File: config.mk
export PLATFORM = sky130hd
export DESIGN_NAME = mpeg_audio_frame_walker
export DESIGN_NICKNAME = d
export VERILOG_FILES = /design/src/mafw_pkg.sv /design/src/mpeg_audio_frame_walker.sv
export SDC_FILE = /design/constraint.sdc
export NUM_CORES = 1
export LEC_CHECK = 0
export ABC_AREA = 0
export CORE_ASPECT_RATIO = 1.1
export CORE_MARGIN = 5
export CORE_UTILIZATION = 40
export DETAILED_ROUTE_END_ITERATION = 16
export DONT_BUFFER_PORTS = 1
export PLACE_DENSITY = 0.6
export SYNTH_ARGS = -nofsm -noshare
export SYNTH_HDL_FRONTEND = slang
export SYNTH_SLANG_ARGS = --single-unit
export TNS_END_PERCENT = 20
File: constraint.sdc
create_clock -name clk -period 15.7 [get_ports clk]
set_input_delay 0.785 -clock clk [delete_from_list [all_inputs] [get_ports clk]]
set_output_delay 0.785 -clock clk [all_outputs]
set_load 0.02 [all_outputs]
File: src/mafw_pkg.sv
package mafw_pkg;

  localparam int POS_BITS_DEFAULT = 32;
  localparam logic [31:0] SYNC_MASK_RESET = 32'hFFE0_0000;

  localparam logic [31:0] RATE_FIELD_MASK = 32'h0000_0C00;
  localparam logic [31:0] BR_FIELD_MASK   = 32'h0000_F000;
  localparam logic [31:0] PAD_FIELD_MASK  = 32'h0000_0200;
  localparam int RATE_FIELD_LSB = 10;
  localparam int BR_FIELD_LSB   = 12;
  localparam logic [10:0] HEADER_BYTES = 11'd4;

  typedef enum logic {
    KIND_FRAME   = 1'b0,
    KIND_SUMMARY = 1'b1
  } result_kind_t;

  typedef enum logic [1:0] {
    CAUSE_CLEAN     = 2'd0,
    CAUSE_BAD_SYNC  = 2'd1,
    CAUSE_ZERO_SIZE = 2'd2,
    CAUSE_TRUNCATED = 2'd3
  } end_cause_t;

  typedef enum logic [1:0] {
    RATE_44K1     = 2'd0,
    RATE_48K      = 2'd1,
    RATE_32K      = 2'd2,
    RATE_RESERVED = 2'd3
  } rate_code_t;

  typedef struct packed {
    logic [7:0] data_byte;
    logic       last_byte;
  } item_t;

  typedef struct packed {
    result_kind_t result_kind;
    logic [31:0]  header_word;
    logic [15:0]  sample_rate_hz;
    logic [8:0]   bit_rate_kbps;
    logic [10:0]  frame_length;
    logic [31:0]  frame_offset;
    logic [31:0]  total_bytes;
    end_cause_t   end_cause;
  } result_t;

  function automatic logic [15:0] sample_rate(input logic [1:0] code);
    logic [15:0] hz;
    case (code)
      RATE_44K1: hz = 16'd44100;
      RATE_48K:  hz = 16'd48000;
      RATE_32K:  hz = 16'd32000;
      default:   hz = 16'd0;
    endcase
    return hz;
  endfunction

  // layer iii, mpeg-1 bit rates; free and bad codes read as zero
  function automatic logic [8:0] bit_rate(input logic [3:0] code);
    logic [8:0] kbps;
    case (code)
      4'd1:    kbps = 9'd32;
      4'd2:    kbps = 9'd40;
      4'd3:    kbps = 9'd48;
      4'd4:    kbps = 9'd56;
      4'd5:    kbps = 9'd64;
      4'd6:    kbps = 9'd80;
      4'd7:    kbps = 9'd96;
      4'd8:    kbps = 9'd112;
      4'd9:    kbps = 9'd128;
      4'd10:   kbps = 9'd160;
      4'd11:   kbps = 9'd192;
      4'd12:   kbps = 9'd224;
      4'd13:   kbps = 9'd256;
      4'd14:   kbps = 9'd320;
      default: kbps = 9'd0;
    endcase
    return kbps;
  endfunction

  // floor(144000 * kbps / rate), zero for any unusable code, no padding
  function automatic logic [10:0] frame_bytes(input logic [1:0] rcode,
                                              input logic [3:0] bcode);
    logic [10:0] n44;
    logic [10:0] n48;
    logic [10:0] n32;
    logic [10:0] n;
    case (bcode)
      4'd1:    begin n44 = 11'd104;  n48 = 11'd96;  n32 = 11'd144;  end
      4'd2:    begin n44 = 11'd130;  n48 = 11'd120; n32 = 11'd180;  end
      4'd3:    begin n44 = 11'd156;  n48 = 11'd144; n32 = 11'd216;  end
      4'd4:    begin n44 = 11'd182;  n48 = 11'd168; n32 = 11'd252;  end
      4'd5:    begin n44 = 11'd208;  n48 = 11'd192; n32 = 11'd288;  end
      4'd6:    begin n44 = 11'd261;  n48 = 11'd240; n32 = 11'd360;  end
      4'd7:    begin n44 = 11'd313;  n48 = 11'd288; n32 = 11'd432;  end
      4'd8:    begin n44 = 11'd365;  n48 = 11'd336; n32 = 11'd504;  end
      4'd9:    begin n44 = 11'd417;  n48 = 11'd384; n32 = 11'd576;  end
      4'd10:   begin n44 = 11'd522;  n48 = 11'd480; n32 = 11'd720;  end
      4'd11:   begin n44 = 11'd626;  n48 = 11'd576; n32 = 11'd864;  end
      4'd12:   begin n44 = 11'd731;  n48 = 11'd672; n32 = 11'd1008; end
      4'd13:   begin n44 = 11'd835;  n48 = 11'd768; n32 = 11'd1152; end
      4'd14:   begin n44 = 11'd1044; n48 = 11'd960; n32 = 11'd1440; end
      default: begin n44 = 11'd0;    n48 = 11'd0;   n32 = 11'd0;    end
    endcase
    case (rcode)
      RATE_44K1: n = n44;
      RATE_48K:  n = n48;
      RATE_32K:  n = n32;
      default:   n = 11'd0;
    endcase
    return n;
  endfunction

endpackage

File: src/mpeg_audio_frame_walker.sv
// mpeg audio frame walker: takes an mp3 byte stream one word (one byte plus a
// last-byte mark) per cycle, gathers the 4-byte big-endian header at each frame
// position, checks it against sync_mask, decodes sample rate and bit rate, looks
// the frame size up in a constant table (plus the padding byte) and skips the
// frame body. each good header not on the final byte gives a frame report; the
// final byte always gives a summary with the total size of complete frames and
// the stop cause, after which the walker is back at reset for the next stream
// (sync_mask is kept). throughput is one byte per cycle unless stalled: all work
// for a byte is one pass of logic from the walk state registers into the result
// register, so a result shows in the cycle after its byte is taken. item_stall
// rises only when a byte that would produce a result meets a full result
// register that is itself stalled; bytes without a result keep flowing. cfg_ready
// is always high and sync_mask should be written only while the walker is idle.
module mpeg_audio_frame_walker #(
  parameter int POS_BITS = mafw_pkg::POS_BITS_DEFAULT
) (
  input  logic             clk,
  input  logic             rst,
  // byte input
  input  logic             item_valid,
  output logic             item_stall,
  input  mafw_pkg::item_t  item,
  // report output
  output logic             result_valid,
  input  logic             result_stall,
  output mafw_pkg::result_t result,
  // sync mask write
  input  logic             cfg_valid,
  output logic             cfg_ready,
  input  logic [31:0]      cfg_data
);

  localparam int ExtBits = (POS_BITS > 32) ? POS_BITS : 32;
  localparam int RATE_FIELD_LSB_HI = mafw_pkg::RATE_FIELD_LSB + 1;
  localparam int BR_FIELD_LSB_HI   = mafw_pkg::BR_FIELD_LSB + 3;

  // walk state
  logic [31:0]         sync_mask;
  logic [POS_BITS-1:0] stream_position;
  logic [31:0]         header_shift;
  logic [1:0]          header_byte_count;
  logic [10:0]         skip_remaining;
  logic [10:0]         current_size;
  logic [31:0]         running_total;
  logic                walk_stopped;
  mafw_pkg::end_cause_t stop_reason;

  logic [POS_BITS-1:0] stream_position_next;
  logic [31:0]         header_shift_next;
  logic [1:0]          header_byte_count_next;
  logic [10:0]         skip_remaining_next;
  logic [10:0]         current_size_next;
  logic [31:0]         running_total_next;
  logic                walk_stopped_next;
  mafw_pkg::end_cause_t stop_reason_next;

  mafw_pkg::result_t   result_next;
  logic                produces;
  logic                accept;

  assign cfg_ready = 1'b1;

  // stall only a byte that actually needs the result register
  assign item_stall = result_valid & result_stall & produces;
  assign accept     = item_valid & ~item_stall;

  always_comb begin
    logic [31:0]         hdr;
    logic [1:0]          rcode;
    logic [3:0]          bcode;
    logic [10:0]         size;
    logic [POS_BITS-1:0] start_pos;
    logic [ExtBits-1:0]  start_ext;
    logic                emit_frame;

    stream_position_next   = stream_position + POS_BITS'(1);
    header_shift_next      = header_shift;
    header_byte_count_next = header_byte_count;
    skip_remaining_next    = skip_remaining;
    current_size_next      = current_size;
    running_total_next     = running_total;
    walk_stopped_next      = walk_stopped;
    stop_reason_next       = stop_reason;
    emit_frame             = 1'b0;

    hdr   = {header_shift[23:0], item.data_byte};
    rcode = hdr[RATE_FIELD_LSB_HI:mafw_pkg::RATE_FIELD_LSB];
    bcode = hdr[BR_FIELD_LSB_HI:mafw_pkg::BR_FIELD_LSB];
    size  = mafw_pkg::frame_bytes(rcode, bcode);
    if (size != 11'd0 && (hdr & mafw_pkg::PAD_FIELD_MASK) != 32'd0) begin
      size = size + 11'd1;
    end

    start_pos = stream_position - POS_BITS'(3);
    start_ext = ExtBits'(start_pos);

    if (!walk_stopped) begin
      if (skip_remaining != 11'd0) begin
        // inside a frame body: count down, book the frame on its last byte
        skip_remaining_next = skip_remaining - 11'd1;
        if (skip_remaining == 11'd1) begin
          running_total_next = running_total + 32'(current_size);
        end
      end else begin
        header_shift_next = hdr;
        if (header_byte_count == 2'd3) begin
          header_byte_count_next = 2'd0;
          if ((hdr & sync_mask) != sync_mask) begin
            walk_stopped_next = 1'b1;
            stop_reason_next  = mafw_pkg::CAUSE_BAD_SYNC;
          end else if (size == 11'd0) begin
            // free, bad or reserved code
            walk_stopped_next = 1'b1;
            stop_reason_next  = mafw_pkg::CAUSE_ZERO_SIZE;
          end else begin
            current_size_next   = size;
            skip_remaining_next = size - mafw_pkg::HEADER_BYTES;
            emit_frame          = ~item.last_byte;
          end
        end else begin
          header_byte_count_next = header_byte_count + 2'd1;
        end
      end
    end

    // frame report
    result_next                = '0;
    result_next.result_kind    = mafw_pkg::KIND_FRAME;
    result_next.header_word    = hdr;
    result_next.sample_rate_hz = mafw_pkg::sample_rate(rcode);
    result_next.bit_rate_kbps  = mafw_pkg::bit_rate(bcode);
    result_next.frame_length   = size;
    result_next.frame_offset   = start_ext[31:0];
    result_next.total_bytes    = '0;
    result_next.end_cause      = mafw_pkg::CAUSE_CLEAN;

    if (item.last_byte) begin
      // summary sees the state after this byte, then the walk restarts
      result_next             = '0;
      result_next.result_kind = mafw_pkg::KIND_SUMMARY;
      result_next.total_bytes = running_total_next;
      if (walk_stopped_next) begin
        result_next.end_cause = stop_reason_next;
      end else if (header_byte_count_next != 2'd0) begin
        result_next.end_cause = mafw_pkg::CAUSE_TRUNCATED;
      end else begin
        result_next.end_cause = mafw_pkg::CAUSE_CLEAN;
      end
      stream_position_next   = '0;
      header_shift_next      = '0;
      header_byte_count_next = '0;
      skip_remaining_next    = '0;
      current_size_next      = '0;
      running_total_next     = '0;
      walk_stopped_next      = 1'b0;
      stop_reason_next       = mafw_pkg::CAUSE_CLEAN;
    end

    produces = emit_frame | item.last_byte;
  end

  // walk state registers
  always_ff @(posedge clk) begin
    if (rst) begin
      stream_position   <= '0;
      header_shift      <= '0;
      header_byte_count <= '0;
      skip_remaining    <= '0;
      current_size      <= '0;
      running_total     <= '0;
      walk_stopped      <= 1'b0;
      stop_reason       <= mafw_pkg::CAUSE_CLEAN;
    end else if (accept) begin
      stream_position   <= stream_position_next;
      header_shift      <= header_shift_next;
      header_byte_count <= header_byte_count_next;
      skip_remaining    <= skip_remaining_next;
      current_size      <= current_size_next;
      running_total     <= running_total_next;
      walk_stopped      <= walk_stopped_next;
      stop_reason       <= stop_reason_next;
    end
  end

  // sync mask register
  always_ff @(posedge clk) begin
    if (rst) begin
      sync_mask <= mafw_pkg::SYNC_MASK_RESET;
    end else if (cfg_valid && cfg_ready) begin
      sync_mask <= cfg_data;
    end
  end

  // result register: load on a producing byte, drain when taken
  always_ff @(posedge clk) begin
    if (rst) begin
      result_valid <= 1'b0;
    end else if (accept && produces) begin
      result_valid <= 1'b1;
    end else if (!result_stall) begin
      result_valid <= 1'b0;
    end
  end

  always_ff @(posedge clk) begin
    if (accept && produces) begin
      result <= result_next;
    end
  end

  // the last byte always leaves a clean walk behind
  a_restart: assert property (@(posedge clk) disable iff (rst)
    accept && item.last_byte |=> stream_position == '0 && !walk_stopped
      && running_total == 32'd0)
    else $error("walk not restarted after last byte");

  // a stopped walk never sits inside a frame body
  a_stop_no_skip: assert property (@(posedge clk) disable iff (rst)
    walk_stopped |-> skip_remaining == 11'd0)
    else $error("stopped walk with pending skip");

  // header gathering and body skipping never overlap
  a_skip_aligned: assert property (@(posedge clk) disable iff (rst)
    skip_remaining != 11'd0 |-> header_byte_count == 2'd0)
    else $error("skip active mid-header");

  // frame reports carry a real size and no summary fields
  a_frame_fields: assert property (@(posedge clk) disable iff (rst)
    result_valid && result.result_kind == mafw_pkg::KIND_FRAME
      |-> result.frame_length != 11'd0 && result.total_bytes == 32'd0)
    else $error("malformed frame report");

endmodule

==> impl_metrics.py <==
metrics = {
    "cts": {
        "cts_resized": 0,
        "post_cts_buffers": 0,
        "clkSinkCount": 297,
        "cts_hold_buf": 0,
        "htreeDepth": 2,
        "cts_tree": "yes",
        "cts-buffers-inserted": 34,
        "clockRootBuffer": "clkbuf_16",
        "clock_latency_ns": 0.53,
        "clock_path_buffers": 3,
        "clk_pin_slew_worst_paths_ns": 0.06,
    },
    "global_routing": {
        "grt_pass1_vias": 9874,
        "antenna_found_initial": 1,
        "grt_max_degree": 112,
        "grtUsageTotal_pct": 17.5,
        "grt_pass1_wl_um": 55400,
        "grt_overflow": 0,
    },
    "timing": {
        "worstMarginPinSlew_ns": 1.09,
        "setup_violations": 0,
        "tns_ns": 0,
        "final.setup_skew_ns": 0.0265,
        "report.final.slew_viol_count": 0,
        "max_freq_mhz": 162,
        "maxSlewHeadroom_pct": 26.8,
        "hold_violations": 0,
        "finalCritPeriodShare_pct": 39.3,
        "rsz0062_at_grt": "false",
        "period_minus_slack_ns": 6.18,
    },
    "floorplanning": {
        "dieArea_sq_mm": 0.0390,
        "die_x_um": 189,
        "initial_core_util_pct": 40.2,
        "core_sq_mm": 0.0350,
        "die_height_um": 207,
        "pin_count": 184,
        "fp-row-count": 72,
    },
    "drt": {
        "vias_per_cell": 5.45,
        "wl_per_cell_um": 18.7,
        "drc": 0,
        "drt_wl_total_um": 35500,
        "drt_first_pass_iters": 6,
        "vias": 10300,
        "ant_nets": 0,
        "drt_iter0_markers": 634,
    },
    "min_path": {
        "hold_class": "in -> reg",
    },
    "power": {
        "p_sw_w": 0.000771,
        "power.share.clock_pct": 35.9,
        "max-vdd-ir-drop_mv": 0.0956,
        "comb_power_share_pct": 25.0,
        "p_seq_share_pct": 39.1,
        "p_leak_nw": 5.89,
        "swShare_pct": 32.2,
        "internal_power_w": 0.00162,
        "powerDensity_mw_per_mm2": 154,
    },
    "synth": {
        "yosysUniqueCellTypes": 74,
        "synth_commonest_cells": "nor2_1 (200), dfxtp_1 (174), nand2_1 (129), edfxtp_1 (123), a21oi_1 (86)",
        "synth_seq_area_share_pct": 51.0,
        "synth-async-reset-ratio_pct": 0,
        "syn-cell-area_sq_mm": 0.0141,
        "yosys_most_used_dff": "dfxtp_1",
        "yosysWarnings": 0,
        "synthTopCellsByArea": "edfxtp_1 (26%), dfxtp_1 (25%), nor2_1 (5.3%)",
        "syn_avg_cell_area_sq_um": 9.57,
        "ys_ff_latch": 297,
        "synth_top_area_share_pct": 26.3,
        "synth_most_common_cell": "nor2_1",
        "yosysTopAreaCell": "edfxtp_1",
        "synthCells": 1469,
        "synth-edff-count": 123,
    },
    "final_layout": {
        "design_area_sq_mm": 0.0155,
        "antennaDiodeCount": 0,
        "post-route-util_pct": 44.4,
        "layout-drive-gt1-share_pct": 5.72,
        "syn_to_final_growth_pct": 10.3,
        "n_fill_cell": 3346,
        "fin_nets": 1503,
    },
    "worst_setup_path": {
        "end_kind": "flop",
        "required_ns": 16.06,
        "path_class": "reg -> reg",
        "start_kind": "flop",
        "cp.arrival_ns": 6.54,
        "crit_fanout": 21,
    },
    "outcome": {
        "status": "finished clean",
    },
    "place": {
        "routabilityCongestion": 0.877,
        "placed_cell_area_sq_mm": 0.0143,
        "io_buffers": 0,
        "dp_hpwl_um": 24600,
    },
    "run": {
        "drv_cap": 0,
    },
}
[cell usage in the layout (no fill, tap or decap), types with 23 or more instances in the layout]
cell,n
nor2b_1,41
nor3_1,31
or3_1,29
mux2i_1,61
nor2_1,200
clkbuf_16,35
and3_1,23
nand3_1,32
xnor2_1,46
xor2_1,42
dfxtp_1,174
edfxtp_1,123
inv_1,53
ha_1,31
a21oi_1,85
o21ai_0,46
nand2_1,129
[flip-flops by register name, summed over array words and instances, names as in the netlist, 11 cells and up, named ones only]
name	cells
current_size	11
header_shift	24
result	123
running_total	32
skip_remaining	11
stream_position	32
sync_mask	32
[per-stage QoR]
| stage | instances | total power (W) | setup slack, ns | hold WS [ns] |
|---|---|---|---|---|
| after floorplan | 1476 | 0.00140 | 10.03 | 0.436 |
| after global placement | 1833 | 0.00154 | 9.94 | 0.440 |
| after detailed placement | 1833 | 0.00154 | 9.71 | 0.449 |
| after CTS | 1895 | 0.00241 | 9.64 | 0.341 |
| after global routing | 1895 | 0.00252 | 9.05 | 0.329 |
| final | 1895 | 0.00239 | 9.52 | 0.359 |
[layout make-up]
class	count	area, sq um	share of cell area [%]
clock buffers	40	905	5.83
clock inverters	22	314	2.02
inverters	57	214	1.38
multi-input cells	1026	6280	40.5
flip-flops and latches	297	7180	46.3
well taps	444	556	3.58
repair buffers	9	67.6	0.436
[path summary, 6_finish.rpt]
check                          from                end  slack [ns]  cells past startpoint
hold reg to reg   running_total[31]  running_total[31]        0.45                      2
setup / recovery    header_shift[2]               flop        9.52                     17
setup reg to reg    header_shift[2]               flop        9.52                     17
hold / removal              item[0]        result[134]        0.36                      0
[routing by layer]
layer,track usage [%],part of all wire [%],vias to the layer above
li1,-,-,5070
met3,4.96,6.7,53
met1,22.0,43,4924
met5,0,0,-
met4,4.97,2.4,0
met2,29.8,48,288
[kinds of logic after synthesis]
kind of cell             share of synthesized area [%]
XOR/XNOR                                          5.48
other                                           0.0534
flip-flops                                        51.0
adder cells (fa/ha/maj)                           2.90
buffers and inverters                             4.57
AO/OA/AOI/OAI                                     11.7
AND/OR/NAND/NOR                                   19.9
multiplexers                                      4.34
[critical path: stages (launching register included)]
cell      delay, ns
dfxtp_1        0.39
inv_1          0.11
ha_1           0.36
a222oi_1       0.90
nand3_1        0.25
o21a_1         0.27
o211ai_1       0.21
xnor2_1        0.25
ha_1           0.22
o311a_1        0.19
nand4_2        0.24
a211o_1        0.64
o32ai_1        0.83
inv_1          0.24
ha_1           0.34
nand2_1        0.12
a21boi_0       0.33
a21oi_1        0.12
[power groups by stage]
stage / registers (W) / logic, W / clock network (W)
after global placement: 0.000954 / 0.000584 / 0
after CTS: 0.000937 / 0.000593 / 0.000880
final: 0.000937 / 0.000598 / 0.000860
after floorplan: 0.000932 / 0.000470 / 0
after global routing: 0.000942 / 0.000663 / 0.000913
after detailed placement: 0.000953 / 0.000589 / 0
(Power assumes the default switching activity.)
